### config.mk
export PLATFORM = sky130hd
export DESIGN_NAME = flood_duplicate_suppression_table_core
export DESIGN_NICKNAME = d
export VERILOG_FILES = /design/src/design/fdst_pkg.sv /design/src/design/fdst_age_unit.sv /design/src/design/fdst_slot_ram.sv /design/src/design/flood_duplicate_suppression_table_core.sv
export SDC_FILE = /design/constraint.sdc
export NUM_CORES = 2
export LEC_CHECK = 0
export ABC_AREA = 0
export BUFFER_PORTS_ARGS = -buffer_cell sky130_fd_sc_hd__buf_2
export CAP_MARGIN = 20
export CORE_MARGIN = 4
export CORE_UTILIZATION = 30
export CTS_CLUSTER_SIZE = 28
export DETAILED_ROUTE_END_ITERATION = 12
export PLACE_DENSITY = 0.47
export SYNTH_ARGS = -nofsm -noshare
export SYNTH_HDL_FRONTEND = slang
export SYNTH_SLANG_ARGS = --single-unit
### constraint.sdc
create_clock -name clk -period 14.8 [get_ports clk]
set_clock_uncertainty 0.1 [all_clocks]
set_input_delay 2.22 -clock clk [delete_from_list [all_inputs] [get_ports clk]]
set_output_delay 2.22 -clock clk [all_outputs]
set_load 0.02 [all_outputs]
### src/design/fdst_pkg.sv
package fdst_pkg;

    localparam int TABLE_DEPTH = 32;
    localparam int MASK_BITS   = 16;
    localparam int IDX_W       = $clog2(TABLE_DEPTH);
    localparam int CNT_W       = $clog2(TABLE_DEPTH + 1);
    localparam int TIME_W      = 32;
    localparam int CFG_W       = 16;
    localparam int UID_W       = 16;
    localparam int REQ_W       = 2;
    localparam int VERDICT_W   = 3;
    localparam int CFG_IDX_W   = 2;

    typedef logic [IDX_W-1:0]     slot_idx_t;
    typedef logic [CNT_W-1:0]     scan_cnt_t;
    typedef logic [TIME_W-1:0]    tick_t;
    typedef logic [MASK_BITS-1:0] mask_t;
    typedef logic [UID_W-1:0]     uid_t;
    typedef logic [CFG_W-1:0]     cfg_val_t;
    typedef logic [CFG_IDX_W-1:0] cfg_idx_t;

    // register indexes on the config port
    localparam cfg_idx_t CFG_AGG_WINDOW = 2'd0;
    localparam cfg_idx_t CFG_LIFETIME   = 2'd1;
    localparam cfg_idx_t CFG_SWEEP_INTV = 2'd2;

    localparam cfg_val_t AGG_WINDOW_RST = 16'd100;
    localparam cfg_val_t LIFETIME_RST   = 16'd500;
    localparam cfg_val_t SWEEP_INTV_RST = 16'd50;

    typedef enum logic [REQ_W-1:0] {
        REQ_TICK      = 2'd0,
        REQ_UNICAST   = 2'd1,
        REQ_BROADCAST = 2'd2
    } req_t;

    typedef enum logic [VERDICT_W-1:0] {
        V_FORWARD  = 3'd0,
        V_SUPPRESS = 3'd1,
        V_EXPIRED  = 3'd2,
        V_FULL     = 3'd3,
        V_MERGE    = 3'd4
    } verdict_t;

    typedef enum logic [2:0] {
        ST_IDLE,
        ST_SWEEP,
        ST_LOOKUP,
        ST_AGE,
        ST_WINDOW,
        ST_COMMIT
    } state_t;

    typedef struct packed {
        uid_t  uid;
        tick_t first_seen;
        tick_t last_sent;
        mask_t bits;
    } slot_t;

    // elapsed-time compare against a limit
    typedef struct packed {
        logic over;
        logic under;
    } age_cmp_t;

endpackage

### src/design/fdst_age_unit.sv
module fdst_age_unit (
    input  fdst_pkg::tick_t    now_ticks,
    input  fdst_pkg::tick_t    stamp,
    input  fdst_pkg::cfg_val_t limit,
    output fdst_pkg::age_cmp_t cmp
);
    import fdst_pkg::*;

    tick_t elapsed;
    tick_t limit_ext;

    // modulo 2^32 elapsed ticks
    assign elapsed   = now_ticks - stamp;
    assign limit_ext = {{(TIME_W-CFG_W){1'b0}}, limit};
    assign cmp.over  = elapsed > limit_ext;
    assign cmp.under = elapsed < limit_ext;

endmodule

### src/design/fdst_slot_ram.sv
module fdst_slot_ram (
    input  logic                clk,
    input  logic                wr_en,
    input  fdst_pkg::slot_idx_t wr_addr,
    input  fdst_pkg::slot_t     wr_data,
    input  logic                rd_en,
    input  fdst_pkg::slot_idx_t rd_addr,
    output fdst_pkg::slot_t     rd_data
);
    import fdst_pkg::*;

    slot_t mem [TABLE_DEPTH];
    slot_t rd_data_reg;

    always_ff @(posedge clk)
    begin
        if (wr_en)
        begin
            mem[wr_addr] <= wr_data;
        end
    end

    always_ff @(posedge clk)
    begin
        if (rd_en)
        begin
            rd_data_reg <= mem[rd_addr];
        end
    end

    assign rd_data = rd_data_reg;

endmodule

### src/design/flood_duplicate_suppression_table_core.sv
// channel | signals                                   | direction | beat taken when
// --------+-------------------------------------------+-----------+---------------------
// in      | in_valid in_ready req_type packet_uid     | input     | in_valid & in_ready
//         | send_bits                                 |           |
// out     | out_valid out_ready verdict merged_bits   | output    | out_valid & out_ready
// cfg     | cfg_wr_en cfg_index cfg_data              | input     | cfg_wr_en
//
// a tick beat advances the time base and, when the sweep countdown is at zero, starts a sweep
// a packet beat scans the table, and a broadcast hit then also passes the age and window checks;
// both kinds of scan read every slot of the slot ram through its single read port
// reset clears the slot valid bits at once, so no clearing pass is needed
// a result sits in the output register; the next input beat is taken meanwhile,
// and only a second result waits in commit until the first is taken
module flood_duplicate_suppression_table_core (
    input  logic                              clk,
    input  logic                              rst_n,
    input  logic                              in_valid,
    output logic                              in_ready,
    input  logic [fdst_pkg::REQ_W-1:0]        req_type,
    input  fdst_pkg::uid_t                    packet_uid,
    input  fdst_pkg::mask_t                   send_bits,
    output logic                              out_valid,
    input  logic                              out_ready,
    output logic [fdst_pkg::VERDICT_W-1:0]    verdict,
    output fdst_pkg::mask_t                   merged_bits,
    input  logic                              cfg_wr_en,
    input  fdst_pkg::cfg_idx_t                cfg_index,
    input  fdst_pkg::cfg_val_t                cfg_data
);
    import fdst_pkg::*;

    // sequencer state
    state_t state_reg, state_next;

    // config registers
    cfg_val_t agg_window_reg;
    cfg_val_t lifetime_reg;
    cfg_val_t sweep_intv_reg;

    // time base
    tick_t    now_reg, now_next;
    cfg_val_t countdown_reg, countdown_next;

    // per-slot valid bits, cleared by reset
    logic [TABLE_DEPTH-1:0] valid_reg, valid_next;

    // scan pipeline: issue address, then check the registered read data
    scan_cnt_t scan_cnt_reg, scan_cnt_next;
    logic      chk_vld_reg, chk_vld_next;
    slot_idx_t chk_idx_reg, chk_idx_next;

    // packet context
    logic      bcast_reg, bcast_next;
    uid_t      uid_reg, uid_next;
    mask_t     bits_reg, bits_next;
    logic      hit_reg, hit_next;
    slot_idx_t hit_idx_reg, hit_idx_next;
    slot_t     hit_slot_reg, hit_slot_next;
    logic      free_reg, free_next;
    slot_idx_t free_idx_reg, free_idx_next;
    logic      stale_reg, stale_next;
    logic      sup_reg, sup_next;

    // output register
    logic     out_valid_reg, out_valid_next;
    verdict_t verdict_reg, verdict_next;
    mask_t    merged_reg, merged_next;

    // slot ram and shared compare unit
    logic      rd_en;
    slot_idx_t rd_addr;
    slot_t     rd_slot;
    logic      wr_en;
    slot_idx_t wr_addr;
    slot_t     wr_slot;
    tick_t     cmp_stamp;
    cfg_val_t  cmp_limit;
    age_cmp_t  cmp;

    logic  scan_issue;
    logic  scan_last;
    mask_t merged_calc;

    fdst_slot_ram u_slot_ram (
        .clk     (clk),
        .wr_en   (wr_en),
        .wr_addr (wr_addr),
        .wr_data (wr_slot),
        .rd_en   (rd_en),
        .rd_addr (rd_addr),
        .rd_data (rd_slot)
    );

    fdst_age_unit u_age_unit (
        .now_ticks (now_reg),
        .stamp     (cmp_stamp),
        .limit     (cmp_limit),
        .cmp       (cmp)
    );

    assign in_ready    = (state_reg == ST_IDLE);
    assign out_valid   = out_valid_reg;
    assign verdict     = verdict_reg;
    assign merged_bits = merged_reg;

    assign scan_issue  = (scan_cnt_reg < scan_cnt_t'(TABLE_DEPTH));
    assign scan_last   = chk_vld_reg && (chk_idx_reg == slot_idx_t'(TABLE_DEPTH - 1));
    assign merged_calc = hit_reg ? (hit_slot_reg.bits | bits_reg) : bits_reg;

    // config writes, out-of-list indexes fall through
    always_ff @(posedge clk or negedge rst_n)
    begin
        if (!rst_n)
        begin
            agg_window_reg <= AGG_WINDOW_RST;
            lifetime_reg   <= LIFETIME_RST;
            sweep_intv_reg <= SWEEP_INTV_RST;
        end
        else if (cfg_wr_en)
        begin
            case (cfg_index)
                CFG_AGG_WINDOW: agg_window_reg <= cfg_data;
                CFG_LIFETIME:   lifetime_reg   <= cfg_data;
                CFG_SWEEP_INTV: sweep_intv_reg <= cfg_data;
                default:        ;
            endcase
        end
    end

    always_ff @(posedge clk or negedge rst_n)
    begin
        if (!rst_n)
        begin
            state_reg <= ST_IDLE;
        end
        else
        begin
            state_reg <= state_next;
        end
    end

    // control state
    always_ff @(posedge clk or negedge rst_n)
    begin
        if (!rst_n)
        begin
            now_reg       <= '0;
            countdown_reg <= '0;
            valid_reg     <= '0;
            scan_cnt_reg  <= '0;
            chk_vld_reg   <= 1'b0;
            hit_reg       <= 1'b0;
            free_reg      <= 1'b0;
            bcast_reg     <= 1'b0;
            out_valid_reg <= 1'b0;
        end
        else
        begin
            now_reg       <= now_next;
            countdown_reg <= countdown_next;
            valid_reg     <= valid_next;
            scan_cnt_reg  <= scan_cnt_next;
            chk_vld_reg   <= chk_vld_next;
            hit_reg       <= hit_next;
            free_reg      <= free_next;
            bcast_reg     <= bcast_next;
            out_valid_reg <= out_valid_next;
        end
    end

    // payload
    always_ff @(posedge clk)
    begin
        chk_idx_reg  <= chk_idx_next;
        uid_reg      <= uid_next;
        bits_reg     <= bits_next;
        hit_idx_reg  <= hit_idx_next;
        hit_slot_reg <= hit_slot_next;
        free_idx_reg <= free_idx_next;
        stale_reg    <= stale_next;
        sup_reg      <= sup_next;
        verdict_reg  <= verdict_next;
        merged_reg   <= merged_next;
    end

    always_comb
    begin
        state_next     = state_reg;
        now_next       = now_reg;
        countdown_next = countdown_reg;
        valid_next     = valid_reg;
        scan_cnt_next  = scan_cnt_reg;
        chk_vld_next   = 1'b0;
        chk_idx_next   = chk_idx_reg;
        bcast_next     = bcast_reg;
        uid_next       = uid_reg;
        bits_next      = bits_reg;
        hit_next       = hit_reg;
        hit_idx_next   = hit_idx_reg;
        hit_slot_next  = hit_slot_reg;
        free_next      = free_reg;
        free_idx_next  = free_idx_reg;
        stale_next     = stale_reg;
        sup_next       = sup_reg;
        out_valid_next = out_valid_reg;
        verdict_next   = verdict_reg;
        merged_next    = merged_reg;

        rd_en   = 1'b0;
        rd_addr = scan_cnt_reg[IDX_W-1:0];
        wr_en   = 1'b0;
        wr_addr = hit_idx_reg;
        wr_slot = hit_slot_reg;

        // shared compare: age against lifetime unless checking the window
        cmp_stamp = rd_slot.first_seen;
        cmp_limit = lifetime_reg;

        if (out_valid_reg && out_ready)
        begin
            out_valid_next = 1'b0;
        end

        case (state_reg)
            ST_IDLE:
            begin
                scan_cnt_next = '0;
                if (in_valid)
                begin
                    case (req_type)
                        REQ_TICK:
                        begin
                            now_next = now_reg + tick_t'(1);
                            if (countdown_reg == '0)
                            begin
                                // zero interval behaves as one
                                countdown_next = (sweep_intv_reg == '0) ? '0
                                                 : sweep_intv_reg - cfg_val_t'(1);
                                state_next     = ST_SWEEP;
                            end
                            else
                            begin
                                countdown_next = countdown_reg - cfg_val_t'(1);
                            end
                        end
                        REQ_UNICAST, REQ_BROADCAST:
                        begin
                            bcast_next = (req_type == REQ_BROADCAST);
                            uid_next   = packet_uid;
                            bits_next  = send_bits;
                            hit_next   = 1'b0;
                            free_next  = 1'b0;
                            state_next = ST_LOOKUP;
                        end
                        default:
                        begin
                            // unused request code, dropped
                        end
                    endcase
                end
            end

            ST_SWEEP:
            begin
                rd_en         = scan_issue;
                scan_cnt_next = scan_cnt_reg + scan_cnt_t'(scan_issue);
                chk_vld_next  = scan_issue;
                chk_idx_next  = rd_addr;
                if (chk_vld_reg && valid_reg[chk_idx_reg] && cmp.over)
                begin
                    valid_next[chk_idx_reg] = 1'b0;
                end
                if (scan_last)
                begin
                    state_next = ST_IDLE;
                end
            end

            ST_LOOKUP:
            begin
                rd_en         = scan_issue;
                scan_cnt_next = scan_cnt_reg + scan_cnt_t'(scan_issue);
                chk_vld_next  = scan_issue;
                chk_idx_next  = rd_addr;
                if (chk_vld_reg)
                begin
                    // lowest matching slot and lowest free slot
                    if (valid_reg[chk_idx_reg] && (rd_slot.uid == uid_reg) && !hit_reg)
                    begin
                        hit_next      = 1'b1;
                        hit_idx_next  = chk_idx_reg;
                        hit_slot_next = rd_slot;
                    end
                    if (!valid_reg[chk_idx_reg] && !free_reg)
                    begin
                        free_next     = 1'b1;
                        free_idx_next = chk_idx_reg;
                    end
                end
                if (scan_last)
                begin
                    state_next = (bcast_reg && hit_next) ? ST_AGE : ST_COMMIT;
                end
            end

            ST_AGE:
            begin
                cmp_stamp  = hit_slot_reg.first_seen;
                stale_next = cmp.over;
                state_next = ST_WINDOW;
            end

            ST_WINDOW:
            begin
                cmp_stamp  = hit_slot_reg.last_sent;
                cmp_limit  = agg_window_reg;
                sup_next   = cmp.under;
                state_next = ST_COMMIT;
            end

            ST_COMMIT:
            begin
                if (!out_valid_reg || out_ready)
                begin
                    out_valid_next = 1'b1;
                    merged_next    = merged_calc;
                    verdict_next   = V_MERGE;
                    state_next     = ST_IDLE;
                    if (hit_reg)
                    begin
                        // merge also lands on a stale entry
                        wr_en        = 1'b1;
                        wr_addr      = hit_idx_reg;
                        wr_slot      = hit_slot_reg;
                        wr_slot.bits = merged_calc;
                        if (bcast_reg)
                        begin
                            if (stale_reg)
                            begin
                                verdict_next = V_EXPIRED;
                            end
                            else if (sup_reg)
                            begin
                                verdict_next = V_SUPPRESS;
                            end
                            else
                            begin
                                verdict_next      = V_FORWARD;
                                wr_slot.last_sent = now_reg;
                            end
                        end
                    end
                    else if (bcast_reg)
                    begin
                        if (free_reg)
                        begin
                            wr_en                    = 1'b1;
                            wr_addr                  = free_idx_reg;
                            wr_slot.uid              = uid_reg;
                            wr_slot.first_seen       = now_reg;
                            wr_slot.last_sent        = now_reg;
                            wr_slot.bits             = bits_reg;
                            valid_next[free_idx_reg] = 1'b1;
                            verdict_next             = V_FORWARD;
                        end
                        else
                        begin
                            verdict_next = V_FULL;
                        end
                    end
                end
            end

            default:
            begin
                state_next = ST_IDLE;
            end
        endcase
    end

`ifndef SYNTHESIS
    // a result only comes out of commit
    a_result_from_commit: assert property (@(posedge clk) disable iff (!rst_n)
        $rose(out_valid_reg) |-> ($past(state_reg) == ST_COMMIT))
        else $error("result raised outside commit");

    // slot valid bits move only in sweep or commit
    a_valid_quiet: assert property (@(posedge clk) disable iff (!rst_n)
        (state_reg != ST_SWEEP && state_reg != ST_COMMIT) |=> $stable(valid_reg))
        else $error("slot valid bits changed outside sweep and commit");

    // a sweep only removes entries
    a_sweep_no_set: assert property (@(posedge clk) disable iff (!rst_n)
        (state_reg == ST_SWEEP) |=> ((valid_reg & ~$past(valid_reg)) == '0))
        else $error("sweep set a slot valid bit");

    // the scan pipeline never checks past the last slot
    a_scan_bound: assert property (@(posedge clk) disable iff (!rst_n)
        (state_reg == ST_SWEEP || state_reg == ST_LOOKUP)
            |-> (scan_cnt_reg <= scan_cnt_t'(TABLE_DEPTH)))
        else $error("scan counter overran the table");
`endif

endmodule
# Word level (Yosys, flattened, before mapping)
# Memories as Yosys holds them, arrays and structs flattened. A register that Yosys moved wholly into a read port is not among the register bits.
# Index checks and enable logic that the tools add are counted.
# classes
magnitude_cmp	7
n_reduce_logical	37
eq_ne	24
bitwise	4
n_mux	65
addsub	5
# op_table
cell	n
$mux 96	5
$mux 32	8
$pmux 32 s2	2
$mux 16	4
$add 32x1->32 const B	1
$and 32x32->32	1
$gt 32x16->1	1
$logic_not 16->1	2
$lt 32x16->1	1
$not 32->32	1
$or 32x32->32	1
$sub 16x1->16 const B	2
$sub 32x32->32	1
$mux 3	9
$mux 5	5
$mux 1	22
$ne 2x2->1 const B	10
$pmux 3 s6	1
$eq 16x16->1	1
$or 16x16->16	1
$reduce_and 3->1	5
$lt 5x6->1 const B	2
$pmux 6 s2	1
$reduce_and 6->1	2
other kinds (26)	53
# totals
input_bits	57
wordCells	169
mem_count	1
output_inout_bits	21
register_bits	306
ram_bits	3072
# memory_table
name	depth	word_bits	rd	rd_clocked_by_memory_dff	write_ports	line_no	source
u_slot_ram.mem	32	96	1	1	1	fdst_slot_ram.sv:12	slot_t mem [TABLE_DEPTH];

# Logic depth before layout (Yosys ltp)
# logic_depth
word_depth	11
depth_mapped	25
mapped_depth_nobuf	24

# Hierarchy
# From an unflattened synthesis, not the netlist that was laid out.
# hier_totals
hier_cells	7204
area_unflattened_um2	136228.2
# by_module_without_submodules
module	area_each_um2	cells_per_inst	seq_area_each_um2	n_inst
fdst_slot_ram	119453.3	5604	95131.2	1
flood_duplicate_suppression_table_core	14362.5	1244	8493.1	1
fdst_age_unit	2412.3	356	0.0	1

# Least setup slack after synthesis
# No wires, ideal clock.
# synth_path
path_type	reg-to-reg
start	register chk_idx_reg[0]
end	register hit_idx_reg[0] (enable)
path_stages_with_launch	7
setup_time_ns	0.808
n_path_buf	1
arrival_ns	11.115
synth_period_minus_slack_ns	12.023
required_ns	13.892
setup_slack_ns	2.777
path_cell_list	edfxtp_1 -> buf_2 -> mux4_2 -> mux4_2 -> mux2i_1 -> nand2b_1 -> nor4_1
# synth_via
elab_chain_len	5
# synth_rtl
element	line_no	source
start: declaration	flood_duplicate_suppression_table_core.sv:50	slot_idx_t chk_idx_reg, chk_idx_next;
start signal: assignment	flood_duplicate_suppression_table_core.sv:174	chk_idx_reg <= chk_idx_next;
$bmux 1 s5	flood_duplicate_suppression_table_core.sv:288	if (valid_reg[chk_idx_reg] && (rd_slot.uid == uid_reg) && !hit_reg)
$mux 1 (implied by the code)	flood_duplicate_suppression_table_core.sv:288	
$logic_and 1x1->1 (2 in a row)	flood_duplicate_suppression_table_core.sv:288	
$reduce_and 3->1 (no source line)	--	
end signal: assignment	flood_duplicate_suppression_table_core.sv:177	hit_idx_reg <= hit_idx_next;
end: declaration	flood_duplicate_suppression_table_core.sv:57	slot_idx_t hit_idx_reg, hit_idx_next;
# No other way between the ends. The select of a mux whose other input is x is not followed.
# A chain may end at the register's enable or synchronous reset.

# Final worst setup path
# layout_path
start	input port out_ready
end	memory u_slot_ram.mem[14][41] in the netlist's numbering (enable)
# layout_via
elab_chain_len	5
elab_cells_between_ends	7
cone_classes	6 x mux; 1 x reduce/logical
# layout_rtl
element	line_no	source
start: declaration	flood_duplicate_suppression_table_core.sv:23	input logic out_ready,
$logic_or 1x1->1 (*)	flood_duplicate_suppression_table_core.sv:323	if (!out_valid_reg || out_ready)
$mux 1	flood_duplicate_suppression_table_core.sv:323	
$mux 1	flood_duplicate_suppression_table_core.sv:224	case (state_reg)
$mux 1	fdst_slot_ram.sv:17	if (wr_en)
$mux 1 (implied by the code)	fdst_slot_ram.sv:19	mem[wr_addr] <= wr_data;
end: declaration	fdst_slot_ram.sv:12	
# Mark *: on every way between the ends. The rest lies on a longest branch, timed or not.

==> results.json <==
{
  "rr_startpoint": "state_reg[2]",
  "overflow": 0,
  "die_h_um": 680.7,
  "synth-seq-cells": 3474,
  "grt_pass1_wl_mm": 540.7,
  "vias_per_cell": 5.140,
  "hpwl_mm": 209.9,
  "worstMarginPinSlew_ns": 1.176,
  "initial_core_util": 0.3017,
  "hold_class": "flip-flop to flip-flop",
  "post-route-util": 0.3482,
  "seq_area_frac_synth": 0.7632,
  "final_cell_mix": "edfxtp_1, mux4_2, clkbuf_16",
  "power_frac_seq": 0.447,
  "numPortBuffers": 77,
  "grt_pass1_vias": 66950,
  "crit_start": "out_ready",
  "async_flop_share": 0.04088,
  "p_switching_mw": 6.786,
  "fin_ws_ns": 8.126,
  "coreArea_um2": 450000,
  "min_period_ns": 6.674,
  "power_frac_clock": 0.354,
  "ios": 78,
  "status": "complete, no violations",
  "cpPeakStageDelay_ns": 0.86,
  "dr.pass1.iters": 7,
  "hold_buffers": 0,
  "wire_per_inst_um": 30.46,
  "drc_errors": 0,
  "post-cts-setup-buffers": 0,
  "max-cap-violations": 0,
  "cts-root-buf": "clkbuf_16",
  "swShare": 0.2679,
  "largest_register_ffs": 3072,
  "crit_path_end_kind": "flip-flop",
  "grt_max_degree": 116,
  "crit_path_end": "u_slot_ram.mem[14][41]",
  "internal_power_mw": 18.55,
  "clk_latency_ns": 0.93,
  "clkTransAtPathRegs_ns": 0.06,
  "drive_gt1_frac": 0.3062,
  "cts_buffers": 363,
  "yosysUniqueCellTypes": 87,
  "fmax_ghz": 0.1498,
  "synth_edf_count": 3332,
  "cts_sinks": 3474,
  "whs_ns": 0.3155,
  "wl_mm": 385.2,
  "power_leakage_nw": 46.87,
  "cpMostUsedCell": "buf_4",
  "r2r-end": "u_slot_ram.mem[14][41]",
  "crit_path_max_fanout": 43,
  "rrSetupSlack_ns": 8.26,
  "drv_slew": 0,
  "dieArea_um2": 463400,
  "grtUsageTotal": 0.1633,
  "finish.net_count": 6494,
  "finalHoldViolations": 0,
  "critPathRequiredTime_ns": 15.25,
  "synth-warning-count": 0,
  "synth_area_um2": 135800,
  "antenna_found_initial": 22,
  "powerDensity_nw_per_um2": 161.7,
  "row_count": 246,
  "mostFrequentLayoutCell": "edfxtp_1",
  "cts_resized": 0,
  "p_comb_frac": 0.199,
  "cts_buffer_depth": 4,
  "rsz0062_at_grt": "false",
  "synth_area_per_cell_um2": 22.45,
  "reg2reg_depth": 10,
  "slew-limit-headroom": 0.2160,
  "crit_type": "input port to flip-flop",
  "gp_congestion": 0.8147,
  "synth_nets": 6160,
  "drtIter0Drc": 6687,
  "cts_tree": "done",
  "critPathLaunchType": "input port",
  "antenna_left": 0,
  "peakVddDrop_uv": 119.6,
  "total_power_mw": 25.33,
  "die_x_um": 680.7,
  "worstPathCellList": "buf_2 > nand2b_1 > nand2_1 > or3_4 > mux2i_1 > nand2_1 > nor2_4 > buf_4 > buf_4 > buf_4",
  "arrival_ns": 7.13,
  "h-tree-depth": 5,
  "syn_to_final_growth_pct": 15.41,
  "period_share": 0.4509,
  "tns_ns": 0,
  "setup_viol": 0,
  "yosys_most_used_dff": "edfxtp_1",
  "vias": 64990,
  "critical-path-slowest-cell": "buf_4",
  "netlist_instances": 6047,
  "min-delay-start": "u_slot_ram.rd_data[41]",
  "post-place-ws_ns": 7.135
}
## worst max-delay path, delay by kind of cell
kind                   cells  cell delay (ns)
and+or+nand+nor            5             1.90
muxes                      1             0.54
buffers and inverters      4             2.22
## cell usage after synthesis (all sizes together), types with 4 or more instances
cell,number,area share
nor4,18,0.00092
or3,7,0.00032
o22ai,9,0.00041
inv,37,0.0010
xor2,36,0.0023
o21ai,124,0.0054
dfstp,12,0.0023
nor2b,7,0.00032
a22o,59,0.0038
a21oi,86,0.0032
a31oi,8,0.00037
nand2b,15,0.00069
a21o,34,0.0019
buf,74,0.0027
nand2,224,0.0062
nor3,24,0.0010
xnor2,44,0.0028
nor3b,6,0.00033
and3,9,0.00041
a211oi,9,0.00053
nand3,53,0.0020
nor4b,5,0.00037
and4,6,0.00040
ha,55,0.0051
mux2,178,0.015
nand4,38,0.0018
or2,6,0.00028
or4,4,0.00024
clkbuf,225,0.0068
edfxtp,3332,0.74
dfrtp,130,0.024
mux2i,22,0.0016
o211ai,8,0.00048
nor2,108,0.0030
mux4,970,0.16
o21a,7,0.00039
## per-stage QoR
stage,std cells,area (um^2)
5_1_grt,12640,156700
3_5_place_dp,11930,144200
2_1_floorplan,6047,135800
4_1_cts,12610,155800
6_report,12640,156700
3_3_place_gp,11930,144000
## kinds of logic (layout without fill, tap and decap cells)
family | Yosys count | in the layout | synth area share
adder cells (fa/ha/maj) | 59 | 59 | 0.005437
XOR/XNOR | 80 | 80 | 0.005161
multiplexers | 1170 | 1170 | 0.1773
AND/OR/NAND/NOR | 542 | 542 | 0.01894
AO/OA/AOI/OAI | 384 | 384 | 0.01927
other | 0 | 3 | 0
flip-flops | 3474 | 3474 | 0.7632
buffers and inverters | 338 | 979 | 0.01066
## metal layers
metal	global-route usage	part of all wire
met1	0.2405	0.46
met2	0.2595	0.47
met3	0.02007	0.048
met4	0.03574	0.020
met5	0	0.000070
## cell type report
| cell class | count | area, um^2 |
|---|---|---|
| antenna | 3 | 7.507 |
| clock buffer | 471 | 9871 |
| clock inverter | 201 | 1734 |
| fill | 41620 | 293300 |
| inverter | 37 | 138.9 |
| multi-input combinational | 2235 | 31020 |
| sequential | 3474 | 103600 |
| tap | 5952 | 7447 |
| timing repair buffer | 270 | 2834 |
## how the worst min path moves through the flow
stage	slack [ns]	cells past startpoint	end
detailed placement	0.30	0	hit_slot_reg[15]
floorplan	0.30	0	hit_slot_reg[0]
CTS	0.31	0	hit_slot_reg[41]
global route	0.32	0	hit_slot_reg[27]
finish	0.32	0	hit_slot_reg[41]
global placement	0.31	0	hit_slot_reg[40]
## power by group through the flow
stage / clock network (mW) / logic, mW / registers (mW)
detailed placement: 0 / 5.13 / 11.5
floorplan: 0 / 3.63 / 11.4
global placement: 0 / 5.13 / 11.5
finish: 8.97 / 5.04 / 11.3
CTS: 9.21 / 5.15 / 11.3
global route: 9.63 / 5.41 / 11.4
No activity file was read; power rests on OpenSTA's default activity.
